## config.mk

```make
export PLATFORM = sky130hd
export DESIGN_NAME = bitset_store_engine
export DESIGN_NICKNAME = d
export VERILOG_FILES = /design/src/sv/bse_pkg.sv /design/src/sv/bitset_store_engine.sv /design/src/sv/bse_word_ram.sv
export SDC_FILE = /design/constraint.sdc
export NUM_CORES = 2
export LEC_CHECK = 0
export ABC_AREA = 1
export BUFFER_PORTS_ARGS = -buffer_cell sky130_fd_sc_hd__buf_4
export CAP_MARGIN = 40
export CORE_MARGIN = 2
export CORE_UTILIZATION = 40
export DETAILED_ROUTE_END_ITERATION = 7
export SKIP_CTS_REPAIR_TIMING = 1
export SLEW_MARGIN = 25
export SYNTH_ARGS = -nofsm -noshare
export SYNTH_HDL_FRONTEND = slang
export SYNTH_SLANG_ARGS = --single-unit
```

## constraint.sdc

```tcl
create_clock -name clock -period 6.96 [get_ports clock]
set_input_delay 1.044 -clock clock [delete_from_list [all_inputs] [get_ports clock]]
set_output_delay 1.044 -clock clock [all_outputs]
set_load 0.05 [all_outputs]
```

## src/sv/bse_pkg.sv

```systemverilog
`timescale 1ns / 1ps
// Package for the bit-vector store engine: command and state codes, memory request struct,
// and the word-mask, length and bit-search helpers. Depends on nothing.
package bse_pkg;

   localparam int WORD_BITS = 32;
   localparam int MAX_BITS  = 1024;
   localparam int NWORDS    = MAX_BITS / WORD_BITS;
   localparam int ADDR_W    = $clog2(NWORDS);
   localparam int BIT_W     = $clog2(WORD_BITS);
   localparam int COUNT_W   = 11;
   localparam int INDEX_W   = 10;
   localparam int HASH_ROT  = 5;

   localparam logic [COUNT_W-1:0] COUNT_RESET = COUNT_W'(MAX_BITS);

   typedef logic [WORD_BITS-1:0] word_type;
   typedef logic [ADDR_W-1:0]    addr_type;
   typedef logic [BIT_W-1:0]     bitpos_type;
   typedef logic [COUNT_W-1:0]   count_type;

   typedef enum logic [3:0] {
      CMD_SET        = 4'd0,
      CMD_CLEAR      = 4'd1,
      CMD_TEST       = 4'd2,
      CMD_FIND_FIRST = 4'd3,
      CMD_FIND_LAST  = 4'd4,
      CMD_FILL_ZERO  = 4'd5,
      CMD_FILL_ONE   = 4'd6,
      CMD_AND_NOT    = 4'd7,
      CMD_OR         = 4'd8,
      CMD_COMPARE    = 4'd9,
      CMD_HASH       = 4'd10
   } cmd_type;

   typedef enum logic [1:0] {
      ST_IDLE,
      ST_SINGLE,
      ST_SCAN,
      ST_FILL
   } state_type;

   typedef struct packed {
      addr_type rd_addr;
      logic     wr_en;
      addr_type wr_addr;
      word_type wr_data;
   } ram_req_type;

   // Out-of-range lengths are clamped: zero acts as one, anything above the store acts as full.
   function automatic count_type eff_count(input count_type bit_count);
      count_type result;
      if (bit_count == '0) begin
         result = COUNT_W'(1);
      end else if (bit_count > COUNT_RESET) begin
         result = COUNT_RESET;
      end else begin
         result = bit_count;
      end
      return result;
   endfunction

   function automatic addr_type last_index(input count_type eff);
      count_type minus_one;
      minus_one = eff - COUNT_W'(1);
      return minus_one[ADDR_W+BIT_W-1:BIT_W];
   endfunction

   // The last active word only keeps the bits below the active length.
   function automatic word_type word_mask(input addr_type idx, input count_type eff);
      bitpos_type k;
      word_type   result;
      k = eff[BIT_W-1:0];
      if (idx == last_index(eff) && k != '0) begin
         result = ~(word_type'('1) << k);
      end else begin
         result = '1;
      end
      return result;
   endfunction

   function automatic bitpos_type lowest_bit(input word_type v);
      word_type   one_hot;
      bitpos_type pos;
      one_hot = v & (~v + word_type'(1));
      pos = '0;
      for (int i = 0; i < WORD_BITS; i++) begin
         for (int b = 0; b < BIT_W; b++) begin
            if (i[b]) begin
               pos[b] = pos[b] | one_hot[i];
            end
         end
      end
      return pos;
   endfunction

   function automatic word_type reverse_word(input word_type v);
      word_type r;
      for (int i = 0; i < WORD_BITS; i++) begin
         r[i] = v[WORD_BITS-1-i];
      end
      return r;
   endfunction

endpackage

```

## src/sv/bitset_store_engine.sv

```systemverilog
`timescale 1ns / 1ps
// Top level of the bit-vector store engine: command sequencer, read-modify-write datapath,
// find, fill, compare and hash logic. Depends on bse_pkg and bse_word_ram.
//
//   Channel   Ports                          Transaction completes when
//   -------   -----------------------------  --------------------------------------
//   request   start, busy, req_*             start high and busy low at a clock edge
//   response  rsp_valid, rsp_*               rsp_valid high for one cycle
//   csr       csr_valid, csr_ready, csr_*    csr_valid and csr_ready both high
//
// Single-word commands (set, clear, test, and-not, or, compare, unused codes) read the
// word at acceptance; set, clear, and-not and or write it back in the next cycle unless
// out of range, and the strobe follows. Find, fill and hash walk the active words one per
// cycle; a find stops at its first hit. Reset is synchronous and active high: per-word
// valid bits clear the store, the length goes to full and the running match to one. The
// receiver cannot stall the response.
module bitset_store_engine (
   input  logic        clock,
   input  logic        reset,

   input  logic        start,
   output logic        busy,
   input  logic [3:0]  req_command,
   input  logic [9:0]  req_bit_index,
   input  logic [4:0]  req_word_index,
   input  logic [31:0] req_operand_word,
   input  logic        req_last_word,

   output logic        rsp_valid,
   output logic        rsp_status,
   output logic        rsp_bit_value,
   output logic        rsp_found,
   output logic [9:0]  rsp_position,
   output logic        rsp_equal,
   output logic [31:0] rsp_hash_value,

   input  logic        csr_valid,
   output logic        csr_ready,
   input  logic [10:0] csr_bit_count
);
   import bse_pkg::*;

   // Sequencer state and the transaction held while it is worked on.
   state_type  state_ff, state_in;
   cmd_type    cmd_ff;
   logic [INDEX_W-1:0] bit_index_ff;
   addr_type   addr_ff;
   word_type   operand_ff;
   logic       last_ff;
   logic       err_ff;
   addr_type   idx_ff, idx_in;
   word_type   hash_ff, hash_in;
   logic       match_ff;
   count_type  bit_count_ff;

   // Response registers.
   logic       rsp_valid_ff;
   logic       status_ff, status_in;
   logic       bit_value_ff, bit_value_in;
   logic       found_ff, found_in;
   logic [INDEX_W-1:0] position_ff, position_in;
   logic       equal_ff, equal_in;
   word_type   hash_value_ff;

   ram_req_type ram_req;
   word_type    rd_data;

   count_type  eff;
   addr_type   last_idx;
   logic       accept;
   cmd_type    req_cmd;
   logic       req_err;
   addr_type   req_addr;
   addr_type   start_idx;

   word_type   sel_bit;
   word_type   new_word;
   logic       single_write;
   logic       mismatch;
   logic       match_next;
   word_type   scan_word;
   logic       scan_hit;
   logic       scan_down;
   logic       is_find;
   logic       at_end;
   logic       scan_done;
   word_type   hash_next;
   word_type   hash_abs;
   logic       finish;

   bse_word_ram u_word_ram (
      .clock   (clock),
      .reset   (reset),
      .ram_req (ram_req),
      .rd_data (rd_data)
   );

   assign eff      = eff_count(bit_count_ff);
   assign last_idx = last_index(eff);

   assign busy      = (state_ff != ST_IDLE);
   assign accept    = start && !busy;
   assign csr_ready = !busy;

   // Decode of the incoming transaction. Bit commands address the word holding the bit;
   // scans start at one end of the active words, fills at word zero.
   always_comb begin
      req_cmd  = cmd_type'(req_command);
      req_err  = 1'b0;
      req_addr = req_word_index;
      case (req_cmd)
         CMD_SET, CMD_CLEAR, CMD_TEST: begin
            req_err  = ({1'b0, req_bit_index} >= eff);
            req_addr = req_bit_index[INDEX_W-1:BIT_W];
         end
         CMD_AND_NOT, CMD_OR, CMD_COMPARE: begin
            req_err = (req_word_index > last_idx);
         end
         default: begin
         end
      endcase
      case (req_cmd)
         CMD_FIND_FIRST, CMD_HASH, CMD_FILL_ZERO, CMD_FILL_ONE: start_idx = '0;
         CMD_FIND_LAST:                                         start_idx = last_idx;
         default:                                               start_idx = req_addr;
      endcase
   end

   // Datapath on the word that the memory returns.
   always_comb begin
      sel_bit = word_type'(1) << bit_index_ff[BIT_W-1:0];
      case (cmd_ff)
         CMD_SET:     new_word = rd_data | sel_bit;
         CMD_CLEAR:   new_word = rd_data & ~sel_bit;
         CMD_AND_NOT: new_word = rd_data & ~operand_ff;
         CMD_OR:      new_word = rd_data | operand_ff;
         default:     new_word = rd_data;
      endcase
      single_write = !err_ff && (cmd_ff inside {CMD_SET, CMD_CLEAR, CMD_AND_NOT, CMD_OR});

      // A compare beyond the active length is a mismatch; the last word compares its
      // active bits only.
      mismatch   = err_ff ||
                   (((rd_data ^ operand_ff) & word_mask(addr_ff, eff)) != '0);
      match_next = match_ff && !mismatch;

      scan_word = rd_data & word_mask(idx_ff, eff);
      scan_hit  = (scan_word != '0);
      scan_down = (cmd_ff == CMD_FIND_LAST);
      is_find   = (cmd_ff == CMD_FIND_FIRST) || (cmd_ff == CMD_FIND_LAST);
      at_end    = scan_down ? (idx_ff == '0) : (idx_ff == last_idx);
      scan_done = (is_find && scan_hit) || at_end;

      hash_next = {hash_ff[WORD_BITS-HASH_ROT-1:0], hash_ff[WORD_BITS-1:WORD_BITS-HASH_ROT]}
                  ^ rd_data;
      // Two's complement magnitude; the most negative value maps onto itself.
      hash_abs  = hash_next[WORD_BITS-1] ? (~hash_next + word_type'(1)) : hash_next;
   end

   // Next-state logic of the sequencer.
   always_comb begin
      state_in = state_ff;
      case (state_ff)
         ST_IDLE: begin
            if (accept) begin
               case (req_cmd)
                  CMD_FIND_FIRST, CMD_FIND_LAST, CMD_HASH: state_in = ST_SCAN;
                  CMD_FILL_ZERO, CMD_FILL_ONE:             state_in = ST_FILL;
                  default:                                 state_in = ST_SINGLE;
               endcase
            end
         end
         ST_SINGLE: state_in = ST_IDLE;
         ST_SCAN: begin
            if (scan_done) begin
               state_in = ST_IDLE;
            end
         end
         ST_FILL: begin
            if (idx_ff == last_idx) begin
               state_in = ST_IDLE;
            end
         end
         default: state_in = ST_IDLE;
      endcase
   end

   // Sequencer outputs: memory requests, walk index and the finish strobe.
   always_comb begin
      ram_req = '0;
      idx_in  = idx_ff;
      finish  = 1'b0;
      case (state_ff)
         ST_IDLE: begin
            ram_req.rd_addr = start_idx;
            if (accept) begin
               idx_in = start_idx;
            end
         end
         ST_SINGLE: begin
            ram_req.wr_en   = single_write;
            ram_req.wr_addr = addr_ff;
            ram_req.wr_data = new_word;
            finish          = 1'b1;
         end
         ST_SCAN: begin
            // The next word is read while the current one is examined.
            idx_in          = scan_down ? (idx_ff - addr_type'(1)) : (idx_ff + addr_type'(1));
            ram_req.rd_addr = idx_in;
            finish          = scan_done;
         end
         ST_FILL: begin
            ram_req.wr_en   = 1'b1;
            ram_req.wr_addr = idx_ff;
            ram_req.wr_data = (cmd_ff == CMD_FILL_ONE) ? word_mask(idx_ff, eff) : '0;
            idx_in          = idx_ff + addr_type'(1);
            finish          = (idx_ff == last_idx);
         end
         default: begin
         end
      endcase
   end

   // Hash accumulator is seeded with the effective length.
   always_comb begin
      hash_in = hash_ff;
      if (accept) begin
         hash_in = word_type'(eff);
      end else if (state_ff == ST_SCAN) begin
         hash_in = hash_next;
      end
   end

   // Response fields: zero where not of the command; equal holds the running match.
   always_comb begin
      status_in    = (state_ff == ST_SINGLE) && err_ff;
      bit_value_in = (state_ff == ST_SINGLE) && (cmd_ff == CMD_TEST) && !err_ff &&
                     rd_data[bit_index_ff[BIT_W-1:0]];
      found_in     = (state_ff == ST_SCAN) && is_find && scan_hit;
      position_in  = '0;
      if (found_in) begin
         if (scan_down) begin
            position_in = {idx_ff, ~lowest_bit(reverse_word(scan_word))};
         end else begin
            position_in = {idx_ff, lowest_bit(scan_word)};
         end
      end
      equal_in = ((state_ff == ST_SINGLE) && (cmd_ff == CMD_COMPARE)) ? match_next : match_ff;
   end

   always_ff @(posedge clock) begin
      if (reset) begin
         state_ff     <= ST_IDLE;
         match_ff     <= 1'b1;
         bit_count_ff <= COUNT_RESET;
         rsp_valid_ff <= 1'b0;
      end else begin
         state_ff     <= state_in;
         rsp_valid_ff <= finish;
         if (csr_valid && csr_ready) begin
            bit_count_ff <= csr_bit_count;
         end
         // The running match closes and restarts at the final word of a compare sequence.
         if (state_ff == ST_SINGLE && cmd_ff == CMD_COMPARE) begin
            match_ff <= last_ff ? 1'b1 : match_next;
         end
      end
   end

   always_ff @(posedge clock) begin
      idx_ff  <= idx_in;
      hash_ff <= hash_in;
      if (accept) begin
         cmd_ff       <= req_cmd;
         bit_index_ff <= req_bit_index;
         addr_ff      <= req_addr;
         operand_ff   <= req_operand_word;
         last_ff      <= req_last_word;
         err_ff       <= req_err;
      end
      if (finish) begin
         status_ff     <= status_in;
         bit_value_ff  <= bit_value_in;
         found_ff      <= found_in;
         position_ff   <= position_in;
         equal_ff      <= equal_in;
         hash_value_ff <= ((state_ff == ST_SCAN) && (cmd_ff == CMD_HASH)) ? hash_abs : '0;
      end
   end

   assign rsp_valid      = rsp_valid_ff;
   assign rsp_status     = status_ff;
   assign rsp_bit_value  = bit_value_ff;
   assign rsp_found      = found_ff;
   assign rsp_position   = position_ff;
   assign rsp_equal      = equal_ff;
   assign rsp_hash_value = hash_value_ff;

endmodule

```

## src/sv/bse_word_ram.sv

```systemverilog
`timescale 1ns / 1ps
// Word store of the bit-vector engine: one write and one registered read per cycle.
// Depends on bse_pkg. Per-word valid bits make never-written words read as zero.
module bse_word_ram (
   input  logic                  clock,
   input  logic                  reset,
   input  bse_pkg::ram_req_type  ram_req,
   output bse_pkg::word_type     rd_data
);
   import bse_pkg::*;

   word_type          word_mem [NWORDS];
   logic [NWORDS-1:0] valid_ff;
   word_type          rd_data_ff;
   logic              rd_valid_ff;

   always_ff @(posedge clock) begin
      if (ram_req.wr_en) begin
         word_mem[ram_req.wr_addr] <= ram_req.wr_data;
      end
      rd_data_ff <= word_mem[ram_req.rd_addr];
   end

   always_ff @(posedge clock) begin
      if (reset) begin
         valid_ff    <= '0;
         rd_valid_ff <= 1'b0;
      end else begin
         if (ram_req.wr_en) begin
            valid_ff[ram_req.wr_addr] <= 1'b1;
         end
         rd_valid_ff <= valid_ff[ram_req.rd_addr];
      end
   end

   assign rd_data = rd_valid_ff ? rd_data_ff : '0;

endmodule
```

==> results.md <==
* Result of the run: complete, no violations
* Detail-routed via count per cell at between 5 and 6
* Synthesized cell area at about 0.054 mm^2
* Number of endpoints with negative hold slack in the final report at 0
* Achievable Freq at slightly above 0.2 GHz
* Routed length per placed instance at 26.11 um
* Kind of capture point of the worst setup path: flop
* Total number of placement rows at approximately 130
* Final setup viols at 0
* Total length of routed wires at between 150 and 200 mm
* Met2 routed WL at approximately 81 mm
* Total inserted antenna cells at 0
* Worst setup path category: flop to flop
* Unrepaired setup endpoints after global routing: no
* Number of top-level pins at ~120
* Clk Latency, worst-skew pair at about 760 ps
* Layout area overhead at 14.18%
* Most frequent cells after synthesis: sky130_fd_sc_hd__edfxtp_1, sky130_fd_sc_hd__nor2_1, sky130_fd_sc_hd__o21ai_0, sky130_fd_sc_hd__nand2_1, sky130_fd_sc_hd__inv_1
* Synthesized net count at slightly below 5000
* Number of sinks handled by clock tree synthesis at 1235
* Clk slew on worst S/H paths at around 60 ps
* Data required time of the worst path at between 7000 and 8000 ps
* FFs w/ async S/R, synth at 0%
* Area of the core region at between 0.1 and 0.15 mm^2
* Met3 routed WL at between 10 and 15 mm
* Unique masters post-synth at 61
* Proportion of netlist area held by the largest area contributor at between 60% and 70%
* Synthesized flop and latch total at 1235
* Cell with the most instances after synthesis: sky130_fd_sc_hd__edfxtp_1
* Initial antenna violation count at 2
* Via count at around 40000
* # Max-Cap Violations at 0
* Clk_skew at between 40 and 50 ps
* Global route total overflow at 0
* Initial cell density of the core at roughly two fifths
* Mean cell area of the mapped netlist at 11.23 um^2
* Antenna viol nets, final at 0
* Fraction of the cycle the final worst path needs at 69.58%
* Prevailing post-synth register cell: sky130_fd_sc_hd__edfxtp_1
* Placer's final routability congestion estimate at approximately 1
* Clk Tree Root Cell: sky130_fd_sc_hd__clkbuf_16
* Global-route wire length before repair at between 200 and 300 mm
* Maximum number of pins on one net before global-route repair at 177
* Clock tree from TritonCTS: yes
* Buffer depth of the longest clock path at 3
* DR iter-0 viols at approximately 5500
* Sort of element at the start of the critical path: flop
* Share of the yosys chip area belonging to registers at between 60% and 70%
* Number of input and output port buffers inserted at 115
* Slew Limit Headroom at slightly below 30%
* Yosys top cell by area: sky130_fd_sc_hd__edfxtp_1
* Floorplan die width at between 300 and 400 um
* Post-layout utilization of the core at 45.92%
* Largest fanout of any net on the critical path at 46
* Wire length on met1 at 72.82 mm
* Combined global-route utilization of all metal layers at between 20% and 30%
* Transition time of the tightest slew-check pin at between 1000 and 1500 ps
* Power density over the cells at between 300 and 400 mW/mm^2
* Minimum period implied by the final worst setup slack at 4843 ps
* H-tree depth at 3
* Final-report max-slew violation count at 0
* Number of warnings issued by yosys at 0
* Die H at ~370 um
* Full die area at around 0.14 mm^2
* Total Nets Final at approximately 4900
* Synth area leaders: sky130_fd_sc_hd__edfxtp_1, sky130_fd_sc_hd__o21ai_0, sky130_fd_sc_hd__nor2_1, sky130_fd_sc_hd__o221ai_1, sky130_fd_sc_hd__dfxtp_1
* DR DRC count at 0
* Arrival time worst endpoint at roughly 5300 ps
* Number of filler instances in the final layout at 12060
* Inserted Clock Buffers at 120
* Fraction of final layout cells sized beyond drive strength 1 at 11.04%
* Gate count of the mapped netlist at about 4800
* Total Negative Setup Slacks at 0 ps
* Number of global-route vias before repair at approximately 37000
* Initial DRT Pass Iterations at 8
* Highest metal used: met5
* EDFF count, synth at between 1000 and 1500
* Final HPWL DP at ~110 mm
* Leakage power at between 20 and 25 nW
* Peak VDD IR at 0.2150 mV
* Class of the tightest hold or removal check: flop to flop
sequential cells by signal, indices dropped and copies added, names as in the netlist, 2 cells and up:
register	cells
rsp_position	10
u_word_ram.valid_ff	32
cmd_ff	4
bit_index_ff	5
u_word_ram.rd_data_ff	32
rsp_hash_value	32
hash_ff	32
bit_count_ff	11
u_word_ram.word_mem	1024
idx_ff	5
operand_ff	32
addr_ff	5
state_ff	2
placed cells by master (no fill, tap or decap), types with 13 or more instances in the layout:
cell	count
sky130_fd_sc_hd__clkbuf_1	23
sky130_fd_sc_hd__a31oi_1	41
sky130_fd_sc_hd__nor3_1	38
sky130_fd_sc_hd__nor2_2	14
sky130_fd_sc_hd__edfxtp_1	1134
sky130_fd_sc_hd__buf_16	13
sky130_fd_sc_hd__buf_4	214
sky130_fd_sc_hd__o21ai_0	696
sky130_fd_sc_hd__a21oi_1	95
sky130_fd_sc_hd__clkinv_2	27
sky130_fd_sc_hd__clkinv_1	35
sky130_fd_sc_hd__xor2_1	51
sky130_fd_sc_hd__buf_12	15
sky130_fd_sc_hd__nor2_1	852
sky130_fd_sc_hd__nand2_1	411
sky130_fd_sc_hd__o22ai_1	45
sky130_fd_sc_hd__o221ai_1	239
sky130_fd_sc_hd__nand2_2	18
sky130_fd_sc_hd__nor2_4	33
sky130_fd_sc_hd__ha_1	19
sky130_fd_sc_hd__nand3_1	213
sky130_fd_sc_hd__nand4_1	42
sky130_fd_sc_hd__dfxtp_1	101
sky130_fd_sc_hd__a32o_1	16
sky130_fd_sc_hd__inv_1	237
sky130_fd_sc_hd__clkbuf_16	122
sky130_fd_sc_hd__o211ai_1	40
critical path, cell delays in order (launching register included):
cell and delay, ps:
sky130_fd_sc_hd__dfxtp_1 360, sky130_fd_sc_hd__nor2_1 160, sky130_fd_sc_hd__nand3_1 130, sky130_fd_sc_hd__o21ai_4 400
sky130_fd_sc_hd__nand2_1 290, sky130_fd_sc_hd__nand2_2 160, sky130_fd_sc_hd__nor2_4 60, sky130_fd_sc_hd__nand2_2 90
sky130_fd_sc_hd__nand2_1 60, sky130_fd_sc_hd__nand2_1 100, sky130_fd_sc_hd__nor2_1 70, sky130_fd_sc_hd__nor2_4 230
sky130_fd_sc_hd__buf_16 220, sky130_fd_sc_hd__and2_1 230, sky130_fd_sc_hd__nand2_1 180, sky130_fd_sc_hd__nand2_1 260
sky130_fd_sc_hd__nand2_1 140, sky130_fd_sc_hd__nor2_1 160, sky130_fd_sc_hd__nand2_1 110, sky130_fd_sc_hd__nor2_2 230
sky130_fd_sc_hd__nand2_2 190, sky130_fd_sc_hd__a21oi_2 250, sky130_fd_sc_hd__nor3_2 60, sky130_fd_sc_hd__buf_4 300
metrics by stage:
stage               total power [mW]  hold WS, ps  setup slack, ps  instances  instance area (um^2)
global placement               13.23        428.1             2029       6473                 56840
detailed placement             13.25        439.9             1989       6490                 57220
CTS                            19.61        425.8             1930       6717                 61100
floorplan                      11.60        414.1             1040       4775                 53610
finish                         19.64        450.3             2117       6722                 61210
global route                   20.44        453.9             1895       6722                 61210
cells by family (layout without fill, tap and decap cells):
group                      count (synthesis)  in the layout  share of synthesized area, %
AOI/OAI and AO/OA                       1251           1251                         14.29
DFF                                     1235           1235                         67.29
xor gates and xnor gates                  58             58                        0.9476
buffers and inverters                    554            733                         4.054
adders and majority gates                 19             19                        0.4435
and+or+nand+nor                         1658           1658                         12.97
power breakdown:
part / leakage, nW / internal, mW / switching (mW)
clock network: 1.88 / 3.58 / 2.84
registers: 11.1 / 8.33 / 0.238
logic: 7.97 / 1.24 / 3.41
total: 20.9 / 13.2 / 6.49
metal layers:
metal | vias up | track usage [%]
li1 | 17640 | -
met1 | 19630 | 34.49
met2 | 2044 | 39.99
met3 | 369 | 3.652
met4 | 4 | 9.975
met5 | - | 0
cell type report:
class	instances	area, um^2	share of cell area (%)
Clock buffer	148	3181	5.196
Clock inverter	79	695.7	1.137
Inverter	258	989.7	1.617
Multi-Input combinational cell	2986	15720	25.68
Sequential cell	1235	36070	58.94
Tap cell	1768	2212	3.614
Timing Repair Buffer	248	2337	3.818
final timing paths:
| kind | from | to | slack [ps] | depth (start not counted) |
|---|---|---|---|---|
| min | match_ff | match_ff | 450 | 2 |
| min reg2reg | match_ff | match_ff | 450 | 2 |
| max reg2reg | bit_count_ff[6] | rsp_position[3] | 2120 | 23 |
| max | bit_count_ff[6] | rsp_position[3] | 2120 | 23 |
(Power assumes the default switching activity.)
